File: src/rtl/bsc_pkg.sv
// ----------------------------------------------------------------------------
// bsc_pkg
// Shared constants, control word layout and microcode ROM of the cipher.
// ----------------------------------------------------------------------------
package bsc_pkg;

  localparam int TBL_DEPTH  = 256;
  localparam int TBL_AW     = 8;
  localparam int BYTE_W     = 8;
  localparam int HALF_TABLE = TBL_DEPTH / 2;
  localparam int CFG_AW     = 6;
  localparam int CFG_DW     = 64;
  localparam int WORD_BYTES = CFG_DW / 8;
  localparam int KEY_WORDS  = 4;
  localparam int KEY_IDX_W  = 5;   // key byte index, up to 32 key bytes
  localparam int REG_IDX_W  = 3;

  localparam logic [REG_IDX_W-1:0] REG_KEY0  = 3'd0;
  localparam logic [REG_IDX_W-1:0] REG_KEY1  = 3'd1;
  localparam logic [REG_IDX_W-1:0] REG_KEY2  = 3'd2;
  localparam logic [REG_IDX_W-1:0] REG_KEY3  = 3'd3;
  localparam logic [REG_IDX_W-1:0] REG_NONCE = 3'd4;

  // request kind carried in tuser
  typedef enum logic {REQ_REKEY = 1'b0, REQ_DATA = 1'b1} req_t;

  typedef logic [KEY_WORDS-1:0][WORD_BYTES-1:0][BYTE_W-1:0] key_bytes_t;
  typedef logic [WORD_BYTES-1:0][BYTE_W-1:0]                word_bytes_t;

  typedef enum logic [4:0] {
    S_RST, S_IDLE, S_CLR, S_KEY,
    S_SPA0, S_SPA1, S_NON0, S_NON1, S_SPB0, S_SPB1,
    S_MX0, S_MX1, S_MX2, S_HF0, S_HF1, S_HF2, S_END,
    S_DAT0, S_DAT1, S_DAT2
  } step_t;

  typedef enum logic [2:0] {
    A_CNT, A_KEYP, A_NXT, A_DST, A_HALF, A_POS, A_POS1
  } addr_sel_t;

  typedef enum logic [2:0] {
    WD_ZERO, WD_KEY, WD_NONCE, WD_ACC, WD_SUM3
  } wd_sel_t;

  typedef enum logic [2:0] {
    ACC_HOLD, ACC_CLR, ACC_ADD_WD, ACC_ADD_WD_CNT, ACC_ADD_TMP_CNT, ACC_ADD_WD_POS
  } acc_op_t;

  typedef enum logic [1:0] {POS_HOLD, POS_CLR, POS_INC} pos_op_t;

  typedef enum logic [1:0] {L_FULL, L_KEY, L_NONCE, L_SPAN} lim_sel_t;

  typedef enum logic [2:0] {
    BR_NEXT, BR_LOOP, BR_IDLE, BR_DISPATCH, BR_WAIT_OUT
  } br_t;

  typedef struct packed {
    logic      ram_we;
    addr_sel_t addr_sel;
    wd_sel_t   wd_sel;
    acc_op_t   acc_op;
    logic      tmp_ld;
    logic      cnt_inc;
    pos_op_t   pos_op;
    logic      out_ld;
    lim_sel_t  lim_sel;
    br_t       br;
    step_t     tgt;
  } ctl_word_t;

  typedef struct packed {
    logic cnt_last;
  } dp_stat_t;

  // Microcode ROM. A loop step falls through to the next step on its last pass.
  function automatic ctl_word_t ucode(step_t s);
    ctl_word_t w;
    w = '0;
    case (s)
      S_RST, S_CLR: begin
        w.ram_we  = 1'b1;
        w.wd_sel  = WD_ZERO;
        w.acc_op  = ACC_CLR;
        w.pos_op  = POS_CLR;
        w.cnt_inc = 1'b1;
        w.lim_sel = L_FULL;
        w.br      = BR_LOOP;
        w.tgt     = s;
      end
      S_IDLE: w.br = BR_DISPATCH;
      S_KEY: begin
        // table was just cleared, so the entry is the key byte itself
        w.ram_we  = 1'b1;
        w.wd_sel  = WD_KEY;
        w.acc_op  = ACC_ADD_WD;
        w.cnt_inc = 1'b1;
        w.lim_sel = L_KEY;
        w.br      = BR_LOOP;
        w.tgt     = S_KEY;
      end
      S_SPA0, S_SPB0: w.addr_sel = A_KEYP;
      S_SPA1, S_SPB1: begin
        w.ram_we   = 1'b1;
        w.addr_sel = A_KEYP;
        w.wd_sel   = WD_ACC;
        w.acc_op   = ACC_ADD_WD_CNT;
        w.cnt_inc  = 1'b1;
        w.lim_sel  = L_FULL;
        w.br       = BR_LOOP;
        w.tgt      = (s == S_SPA1) ? S_SPA0 : S_SPB0;
      end
      S_NON0: w.addr_sel = A_CNT;
      S_NON1: begin
        w.ram_we  = 1'b1;
        w.wd_sel  = WD_NONCE;
        w.acc_op  = ACC_ADD_WD;
        w.cnt_inc = 1'b1;
        w.lim_sel = L_NONCE;
        w.br      = BR_LOOP;
        w.tgt     = S_NON0;
      end
      S_MX0: w.addr_sel = A_CNT;
      S_MX1: begin
        w.addr_sel = A_NXT;
        w.tmp_ld   = 1'b1;
      end
      S_MX2: begin
        w.ram_we   = 1'b1;
        w.addr_sel = A_DST;
        w.wd_sel   = WD_SUM3;
        w.acc_op   = ACC_ADD_TMP_CNT;
        w.cnt_inc  = 1'b1;
        w.lim_sel  = L_SPAN;
        w.br       = BR_LOOP;
        w.tgt      = S_MX0;
      end
      S_HF0: w.addr_sel = A_CNT;
      S_HF1: begin
        w.addr_sel = A_HALF;
        w.tmp_ld   = 1'b1;
      end
      S_HF2: begin
        w.ram_we   = 1'b1;
        w.addr_sel = A_CNT;
        w.wd_sel   = WD_SUM3;
        w.acc_op   = ACC_ADD_WD_CNT;
        w.cnt_inc  = 1'b1;
        w.lim_sel  = L_FULL;
        w.br       = BR_LOOP;
        w.tgt      = S_HF0;
      end
      S_END: w.br = BR_IDLE;
      S_DAT0: begin
        w.addr_sel = A_POS;
        w.br       = BR_WAIT_OUT;
      end
      S_DAT1: begin
        w.addr_sel = A_POS1;
        w.tmp_ld   = 1'b1;
      end
      S_DAT2: begin
        w.ram_we   = 1'b1;
        w.addr_sel = A_POS;
        w.wd_sel   = WD_SUM3;
        w.acc_op   = ACC_ADD_WD_POS;
        w.pos_op   = POS_INC;
        w.out_ld   = 1'b1;
        w.br       = BR_IDLE;
      end
      default: w.br = BR_IDLE;
    endcase
    return w;
  endfunction

endpackage

File: src/rtl/bsc_ram.sv
// ----------------------------------------------------------------------------
// bsc_ram
// Generic single-port RAM, one read or write per cycle, registered read.
// ----------------------------------------------------------------------------
module bsc_ram #(
  parameter int WIDTH = 8,
  parameter int DEPTH = 256
) (
  input  logic                     clk,
  input  logic                     we,
  input  logic [$clog2(DEPTH)-1:0] addr,
  input  logic [WIDTH-1:0]         wdata,
  output logic [WIDTH-1:0]         rdata
);

  logic [WIDTH-1:0] mem_r [DEPTH];
  logic [WIDTH-1:0] rdata_r;

  always_ff @(posedge clk) begin
    if (we) begin
      mem_r[addr] <= wdata;
    end
    rdata_r <= mem_r[addr];
  end

  assign rdata = rdata_r;

endmodule

File: src/rtl/bsc_useq.sv
// ----------------------------------------------------------------------------
// bsc_useq
// Microcode sequencer: step counter, ROM fetch and branch logic.
// ----------------------------------------------------------------------------
module bsc_useq (
  input  logic               clk,
  input  logic               rst_n,
  input  bsc_pkg::dp_stat_t  stat,
  input  logic               in_fire,
  input  logic               in_req,
  input  logic               out_busy,
  output bsc_pkg::ctl_word_t ctl,
  output logic               in_ready
);

  bsc_pkg::step_t pc_r;
  bsc_pkg::step_t pc_nxt;
  bsc_pkg::step_t pc_inc;

  assign ctl      = bsc_pkg::ucode(pc_r);
  assign in_ready = (pc_r == bsc_pkg::S_IDLE);
  assign pc_inc   = bsc_pkg::step_t'(pc_r + 5'd1);

  always_comb begin
    case (ctl.br)
      bsc_pkg::BR_NEXT:     pc_nxt = pc_inc;
      bsc_pkg::BR_LOOP:     pc_nxt = stat.cnt_last ? pc_inc : ctl.tgt;
      bsc_pkg::BR_IDLE:     pc_nxt = bsc_pkg::S_IDLE;
      bsc_pkg::BR_DISPATCH: begin
        if (in_fire) begin
          pc_nxt = (in_req == bsc_pkg::REQ_DATA) ? bsc_pkg::S_DAT0 : bsc_pkg::S_CLR;
        end else begin
          pc_nxt = bsc_pkg::S_IDLE;
        end
      end
      bsc_pkg::BR_WAIT_OUT: pc_nxt = out_busy ? pc_r : pc_inc;
      default:              pc_nxt = bsc_pkg::S_IDLE;
    endcase
  end

  // reset starts the clearing pass over the table
  always_ff @(posedge clk) begin
    if (!rst_n) begin
      pc_r <= bsc_pkg::S_RST;
    end else begin
      pc_r <= pc_nxt;
    end
  end

endmodule

File: src/rtl/bsc_dpath.sv
// ----------------------------------------------------------------------------
// bsc_dpath
// Datapath: table RAM, accumulator, position, loop counters and byte adders.
// ----------------------------------------------------------------------------
module bsc_dpath #(
  parameter int KEY_BYTES   = 32,
  parameter int NONCE_BYTES = 8
) (
  input  logic                       clk,
  input  logic                       rst_n,
  input  bsc_pkg::ctl_word_t         ctl,
  input  bsc_pkg::key_bytes_t        key_bytes,
  input  bsc_pkg::word_bytes_t       nonce_bytes,
  input  logic [bsc_pkg::BYTE_W-1:0] data_byte,
  output bsc_pkg::dp_stat_t          stat,
  output logic [bsc_pkg::BYTE_W-1:0] result
);

  localparam int AW = bsc_pkg::TBL_AW;
  localparam int BW = bsc_pkg::BYTE_W;
  localparam int KW = bsc_pkg::KEY_IDX_W;

  localparam logic [AW-1:0] FULL_LAST  = AW'(bsc_pkg::TBL_DEPTH - 1);
  localparam logic [AW-1:0] KEY_LAST   = AW'(KEY_BYTES - 1);
  localparam logic [AW-1:0] NONCE_LAST = AW'(NONCE_BYTES - 1);
  localparam logic [AW-1:0] SPAN_LAST  = AW'(bsc_pkg::TBL_DEPTH - KEY_BYTES - 1);
  localparam logic [AW-1:0] KEY_OFF    = AW'(KEY_BYTES);
  localparam logic [AW-1:0] HALF_OFF   = AW'(bsc_pkg::HALF_TABLE);
  localparam logic [KW-1:0] KEYP_LAST  = KW'(KEY_BYTES - 1);

  logic [AW-1:0] cnt_r, cnt_nxt;
  logic [KW-1:0] keyp_r, keyp_nxt;   // counter mod KEY_BYTES
  logic [BW-1:0] acc_r, acc_nxt;
  logic [BW-1:0] pos_r, pos_nxt;
  logic [BW-1:0] tmp_r;
  logic [AW-1:0] addr;
  logic [BW-1:0] wd;
  logic [BW-1:0] rd;
  logic [BW-1:0] ks;
  logic          last;

  always_comb begin
    case (ctl.lim_sel)
      bsc_pkg::L_FULL:  last = (cnt_r == FULL_LAST);
      bsc_pkg::L_KEY:   last = (cnt_r == KEY_LAST);
      bsc_pkg::L_NONCE: last = (cnt_r == NONCE_LAST);
      bsc_pkg::L_SPAN:  last = (cnt_r == SPAN_LAST);
      default:          last = 1'b1;
    endcase
  end

  assign stat.cnt_last = last;

  always_comb begin
    case (ctl.addr_sel)
      bsc_pkg::A_CNT:  addr = cnt_r;
      bsc_pkg::A_KEYP: addr = AW'(keyp_r);
      bsc_pkg::A_NXT:  addr = (cnt_r == SPAN_LAST) ? '0 : AW'(cnt_r + 1'b1);
      bsc_pkg::A_DST:  addr = AW'(cnt_r + KEY_OFF);
      bsc_pkg::A_HALF: addr = AW'(cnt_r + HALF_OFF);
      bsc_pkg::A_POS:  addr = pos_r;
      bsc_pkg::A_POS1: addr = AW'(pos_r + 1'b1);
      default:         addr = cnt_r;
    endcase
  end

  always_comb begin
    case (ctl.wd_sel)
      bsc_pkg::WD_ZERO:  wd = '0;
      bsc_pkg::WD_KEY:   wd = key_bytes[cnt_r[4:3]][cnt_r[2:0]];
      bsc_pkg::WD_NONCE: wd = BW'(rd + nonce_bytes[cnt_r[2:0]]);
      bsc_pkg::WD_ACC:   wd = BW'(rd + acc_r);
      bsc_pkg::WD_SUM3:  wd = BW'(tmp_r + rd + acc_r);
      default:           wd = '0;
    endcase
  end

  always_comb begin
    case (ctl.acc_op)
      bsc_pkg::ACC_HOLD:        acc_nxt = acc_r;
      bsc_pkg::ACC_CLR:         acc_nxt = '0;
      bsc_pkg::ACC_ADD_WD:      acc_nxt = BW'(acc_r + wd);
      bsc_pkg::ACC_ADD_WD_CNT:  acc_nxt = BW'(acc_r + wd + cnt_r);
      bsc_pkg::ACC_ADD_TMP_CNT: acc_nxt = BW'(acc_r + tmp_r + cnt_r);
      bsc_pkg::ACC_ADD_WD_POS:  acc_nxt = BW'(acc_r + wd + pos_r);
      default:                  acc_nxt = acc_r;
    endcase
  end

  always_comb begin
    case (ctl.pos_op)
      bsc_pkg::POS_HOLD: pos_nxt = pos_r;
      bsc_pkg::POS_CLR:  pos_nxt = '0;
      bsc_pkg::POS_INC:  pos_nxt = BW'(pos_r + 1'b1);
      default:           pos_nxt = pos_r;
    endcase
  end

  // counters return to zero when a loop finishes
  always_comb begin
    cnt_nxt  = cnt_r;
    keyp_nxt = keyp_r;
    if (ctl.cnt_inc) begin
      if (last) begin
        cnt_nxt  = '0;
        keyp_nxt = '0;
      end else begin
        cnt_nxt  = AW'(cnt_r + 1'b1);
        keyp_nxt = (keyp_r == KEYP_LAST) ? '0 : KW'(keyp_r + 1'b1);
      end
    end
  end

  always_ff @(posedge clk) begin
    if (!rst_n) begin
      cnt_r  <= '0;
      keyp_r <= '0;
      acc_r  <= '0;
      pos_r  <= '0;
    end else begin
      cnt_r  <= cnt_nxt;
      keyp_r <= keyp_nxt;
      acc_r  <= acc_nxt;
      pos_r  <= pos_nxt;
    end
  end

  always_ff @(posedge clk) begin
    if (ctl.tmp_ld) begin
      tmp_r <= rd;
    end
  end

  bsc_ram #(
    .WIDTH (BW),
    .DEPTH (bsc_pkg::TBL_DEPTH)
  ) u_table (
    .clk   (clk),
    .we    (ctl.ram_we),
    .addr  (addr),
    .wdata (wd),
    .rdata (rd)
  );

  // keystream from the updated accumulator and the new table entry
  assign ks     = BW'(acc_nxt + wd) ^ wd;
  assign result = data_byte ^ ks;

endmodule

File: src/rtl/byte_stream_cipher_with_key_schedule.sv
// ----------------------------------------------------------------------------
// byte_stream_cipher_with_key_schedule
// Byte stream cipher with a 256-entry table and a microcoded key schedule.
// ----------------------------------------------------------------------------
// Data byte: accepted only in S_IDLE; S_DAT0, S_DAT1 and S_DAT2 then make two
//   reads and one write of the single-port table before the next is taken.
// Rekey: runs the table sweeps of the schedule, with one table access per
//   cycle.
// Reset: synchronous; a clearing pass zeroes the table while in_tready is
//   low. Config writes are taken at any time.
module byte_stream_cipher_with_key_schedule #(
  parameter int KEY_BYTES   = 32,
  parameter int NONCE_BYTES = 8
) (
  input  logic                       clk,
  input  logic                       rst_n,
  input  logic                       in_tvalid,
  output logic                       in_tready,
  input  logic [7:0]                 in_tdata,   // [7:0] data_in
  input  logic                       in_tuser,   // [0] req_type
  output logic                       out_tvalid,
  input  logic                       out_tready,
  output logic [7:0]                 out_tdata,  // [7:0] data_out
  input  logic                       psel,
  input  logic                       penable,
  input  logic                       pwrite,
  input  logic [bsc_pkg::CFG_AW-1:0] paddr,
  input  logic [bsc_pkg::CFG_DW-1:0] pwdata,
  output logic [bsc_pkg::CFG_DW-1:0] prdata,
  output logic                       pready
);

  bsc_pkg::key_bytes_t  key_r;
  bsc_pkg::word_bytes_t nonce_r;
  logic [bsc_pkg::REG_IDX_W-1:0] reg_idx;
  logic                 cfg_wr;

  bsc_pkg::ctl_word_t   ctl;
  bsc_pkg::dp_stat_t    stat;
  logic                 in_fire;
  logic                 out_busy;
  logic [7:0]           data_r;
  logic [7:0]           result;
  logic                 out_valid_r;
  logic [7:0]           out_data_r;

  // configuration registers
  assign pready  = 1'b1;
  assign reg_idx = paddr[bsc_pkg::CFG_AW-1:3];
  assign cfg_wr  = psel & penable & pwrite;

  always_ff @(posedge clk) begin
    if (!rst_n) begin
      key_r   <= '0;
      nonce_r <= '0;
    end else if (cfg_wr) begin
      case (reg_idx)
        bsc_pkg::REG_KEY0:  key_r[0] <= pwdata;
        bsc_pkg::REG_KEY1:  key_r[1] <= pwdata;
        bsc_pkg::REG_KEY2:  key_r[2] <= pwdata;
        bsc_pkg::REG_KEY3:  key_r[3] <= pwdata;
        bsc_pkg::REG_NONCE: nonce_r  <= pwdata;
        default: ;
      endcase
    end
  end

  always_comb begin
    case (reg_idx)
      bsc_pkg::REG_KEY0:  prdata = key_r[0];
      bsc_pkg::REG_KEY1:  prdata = key_r[1];
      bsc_pkg::REG_KEY2:  prdata = key_r[2];
      bsc_pkg::REG_KEY3:  prdata = key_r[3];
      bsc_pkg::REG_NONCE: prdata = nonce_r;
      default:            prdata = '0;
    endcase
  end

  // input side
  assign in_fire  = in_tvalid & in_tready;
  assign out_busy = out_valid_r & ~out_tready;

  always_ff @(posedge clk) begin
    if (in_fire) begin
      data_r <= in_tdata;
    end
  end

  bsc_useq u_useq (
    .clk      (clk),
    .rst_n    (rst_n),
    .stat     (stat),
    .in_fire  (in_fire),
    .in_req   (in_tuser),
    .out_busy (out_busy),
    .ctl      (ctl),
    .in_ready (in_tready)
  );

  bsc_dpath #(
    .KEY_BYTES   (KEY_BYTES),
    .NONCE_BYTES (NONCE_BYTES)
  ) u_dpath (
    .clk         (clk),
    .rst_n       (rst_n),
    .ctl         (ctl),
    .key_bytes   (key_r),
    .nonce_bytes (nonce_r),
    .data_byte   (data_r),
    .stat        (stat),
    .result      (result)
  );

  // output register; the sequencer holds before reading if it is still full
  always_ff @(posedge clk) begin
    if (!rst_n) begin
      out_valid_r <= 1'b0;
    end else if (ctl.out_ld) begin
      out_valid_r <= 1'b1;
    end else if (out_tready) begin
      out_valid_r <= 1'b0;
    end
  end

  always_ff @(posedge clk) begin
    if (ctl.out_ld) begin
      out_data_r <= result;
    end
  end

  assign out_tvalid = out_valid_r;
  assign out_tdata  = out_data_r;

endmodule

File: config.mk
export PLATFORM = sky130hd
export DESIGN_NAME = byte_stream_cipher_with_key_schedule
export DESIGN_NICKNAME = d
export VERILOG_FILES = /design/src/rtl/bsc_pkg.sv /design/src/rtl/bsc_ram.sv /design/src/rtl/bsc_useq.sv /design/src/rtl/bsc_dpath.sv /design/src/rtl/byte_stream_cipher_with_key_schedule.sv
export SDC_FILE = /design/constraint.sdc
export NUM_CORES = 2
export LEC_CHECK = 0
export BUFFER_PORTS_ARGS = -buffer_cell sky130_fd_sc_hd__buf_2
export CAP_MARGIN = 10
export CORE_MARGIN = 5
export CORE_UTILIZATION = 40
export DETAILED_ROUTE_END_ITERATION = 7
export SYNTH_ARGS = -nofsm -noshare
export SYNTH_HDL_FRONTEND = slang
export SYNTH_HIERARCHICAL = 1
export SYNTH_SLANG_ARGS = --single-unit
File: constraint.sdc
create_clock -name clk -period 51.6 [get_ports clk]
set_input_delay 5.16 -clock clk [delete_from_list [all_inputs] [get_ports clk]]
set_output_delay 5.16 -clock clk [all_outputs]
set_load 0.005 [all_outputs]
==> impl_metrics.ini <==
[power_and_ir_drop]
peakVddDrop_mv = 0.0353
p_per_area_nw_per_um2 = 40.6
power_leakage_nw = 35.3

[clock_network]
clock_path_buffers = 3
cts_sinks = 2435
cts_root_buf = clkbuf_16
path_clk_slew_ps = 60
cts_setup_buffers = 0
post_cts_resized = 0
clk_latency_ps = 870
cts_buffers = 236
tritoncts = yes
ctsHoldBuffers = 0
h-tree-depth = 4

[setup_path]
crit_arrival_ps = 8080
required_ps = 46440
worst_setup_path_start_kind = input pin
cp-end-kind = output pin
cpMostUsedCell = buf_4
crit_family = buffers and inverters
slowest_stage = buf_4
cpPeakStageDelay_ps = 690
reg2reg_depth = 16
crit_cells = 7
path_cells = buf_4, buf_4, nor2_4, buf_4, a22oi_1, o22ai_1, buf_2
critical_path_buf_inv_count = 4
cp_max_fo = 50
crit_type = in2out

[timing]
final.setup_skew_ps = 66.6
period_share_pct = 25.7
setup_viol = 0
worst_slew_pin_slew_ps = 1350
hold_viol = 0
max_freq_mhz = 75.5
rsz0062_at_grt = no
hold_slack_ps = 469
fin_ws_ps = 38360
setup_tns_ps = 0
slew_headroom_pct = 8.52
min_period_ps = 13240
report.final.slew_viol_count = 0

[synthesis]
avgSynthCellArea_um2 = 17.4
syn-num-nets = 5970
yosys_warnings = 6
syn-cell-area_um2 = 101000
syn_inst = 5811

[routing]
via_per_inst = 5.80
ant_nets = 0
dr.pass1.iters = 6
drtIter0Drc = 5720
drc_errors = 0
drt-wirelength-per-cell_um = 27.4
drt_wl_total_um = 260000
via_count = 55000

[floorplanning]
die_area_um2 = 262000
start_util_pct = 40.2
num_rows = 184
die_h_um = 512
coreArea_um2 = 251000
io_pins = 161
die_w_um = 512

[grt]
grt_overflow = 0
antenna_found_initial = 7
grt_pass1_wl_um = 382000
grtUsageTotal_pct = 19.4
grt_max_degree = 213
first_global_vias = 54900

[final_layout]
nNetsFinal = 6088
syn2layout_area_growth_pct = 12.0
drive_above_1_share_pct = 22.4
fill_cells = 21500
stdcell_area_um2 = 113000

[placed_design]
place.gp.congestion = 0.825
place_ws_ps = 38380
hpwl_um = 153000
portBuffers = 156
placed_area_um2 = 105000

[job]
cap_violations = 0

[outcome]
status = finished clean

[hold_path]
min_path_cells = 2
hold_class = reg2reg
==> cell usage in the layout (no fill, tap or decap), types with 31 or more instances in the layout <==
| cell type | n |
|---|---|
| a21oi_1 | 181 |
| a22oi_1 | 396 |
| buf_2 | 157 |
| buf_4 | 133 |
| clkbuf_1 | 45 |
| clkbuf_16 | 241 |
| clkinv_1 | 54 |
| clkinv_2 | 43 |
| dfxtp_1 | 358 |
| edfxtp_1 | 2072 |
| ha_1 | 53 |
| mux2_2 | 72 |
| mux2i_1 | 346 |
| mux4_2 | 605 |
| nand2_1 | 470 |
| nand3_1 | 31 |
| nor2_1 | 270 |
| nor3_1 | 42 |
| o21ai_0 | 36 |
| o22ai_1 | 70 |
| o41ai_1 | 36 |
| xnor2_1 | 43 |
==> area by class of cell <==
| type | instances | area [µm²] | area share (%) |
|---|---|---|---|
| Antenna cell | 11 | 27.5 | 0.0244 |
| Clock buffer | 292 | 6280 | 5.56 |
| Clock inverter | 150 | 1490 | 1.31 |
| Inverter | 26 | 97.6 | 0.0864 |
| Multi-Input combinational cell | 2932 | 29400 | 26.1 |
| Sequential cell | 2435 | 69500 | 61.5 |
| Tap cell | 3348 | 4190 | 3.71 |
| Timing Repair Buffer | 298 | 1940 | 1.72 |
==> layer usage <==
layer	vias to the layer above	share of wire [%]	global-route usage, %
li1	23600	-	-
met1	29000	42	27.6
met2	2127	48	30.7
met3	343	8.1	3.88
met4	2	2.4	4.70
met5	-	0.0046	0
==> where the power goes <==
part | internal (mW) | total (mW) | switching [mW] | leakage, nW
Clock | 0.987 | 1.73 | 0.741 | 3.77
Sequential | 2.12 | 2.14 | 0.0174 | 21.5
Combinational | 0.285 | 0.711 | 0.426 | 10.0
==> flip-flops by register name, indices dropped and copies added (netlist names), 5 cells and up <==
signal                 flops
u_dpath/u_table/mem_r   2048
u_dpath/u_table/rdata      8
u_dpath/acc_r              8
u_dpath/pos_r              8
key_r                    256
u_dpath/tmp_r              8
u_dpath/cnt_r              8
u_useq/pc_r                5
out_tdata                  8
data_r                     8
u_dpath/keyp_r             5
nonce_r                   64
==> path summary, 6_finish.rpt <==
kind	to	slack (ps)	start
worst max-delay path	prdata[50]	38360	paddr[3]
worst min-delay path	key_r[207]	470	key_r[207]
worst max register to register	u_dpath/u_table/rdata[5]	41920	u_useq/pc_r[4]
worst min register to register	key_r[207]	470	key_r[207]
==> stage by stage <==
stage | power (mW) | util, % | instances
6_report | 4.58 | 45.0 | 9492
3_3_place_gp | 2.90 | 41.9 | 9035
5_1_grt | 4.75 | 45.0 | 9481
3_5_place_dp | 2.90 | 41.9 | 9037
2_1_floorplan | 2.69 | - | 5811
4_1_cts | 4.62 | 45.0 | 9479
==> worst min-delay path, cell delays in order, from the launching register on <==
cell and delay (ps):
dfxtp_1 320, nand2_1 50, mux2i_1 50
Power figures use the tool's default switching activity.
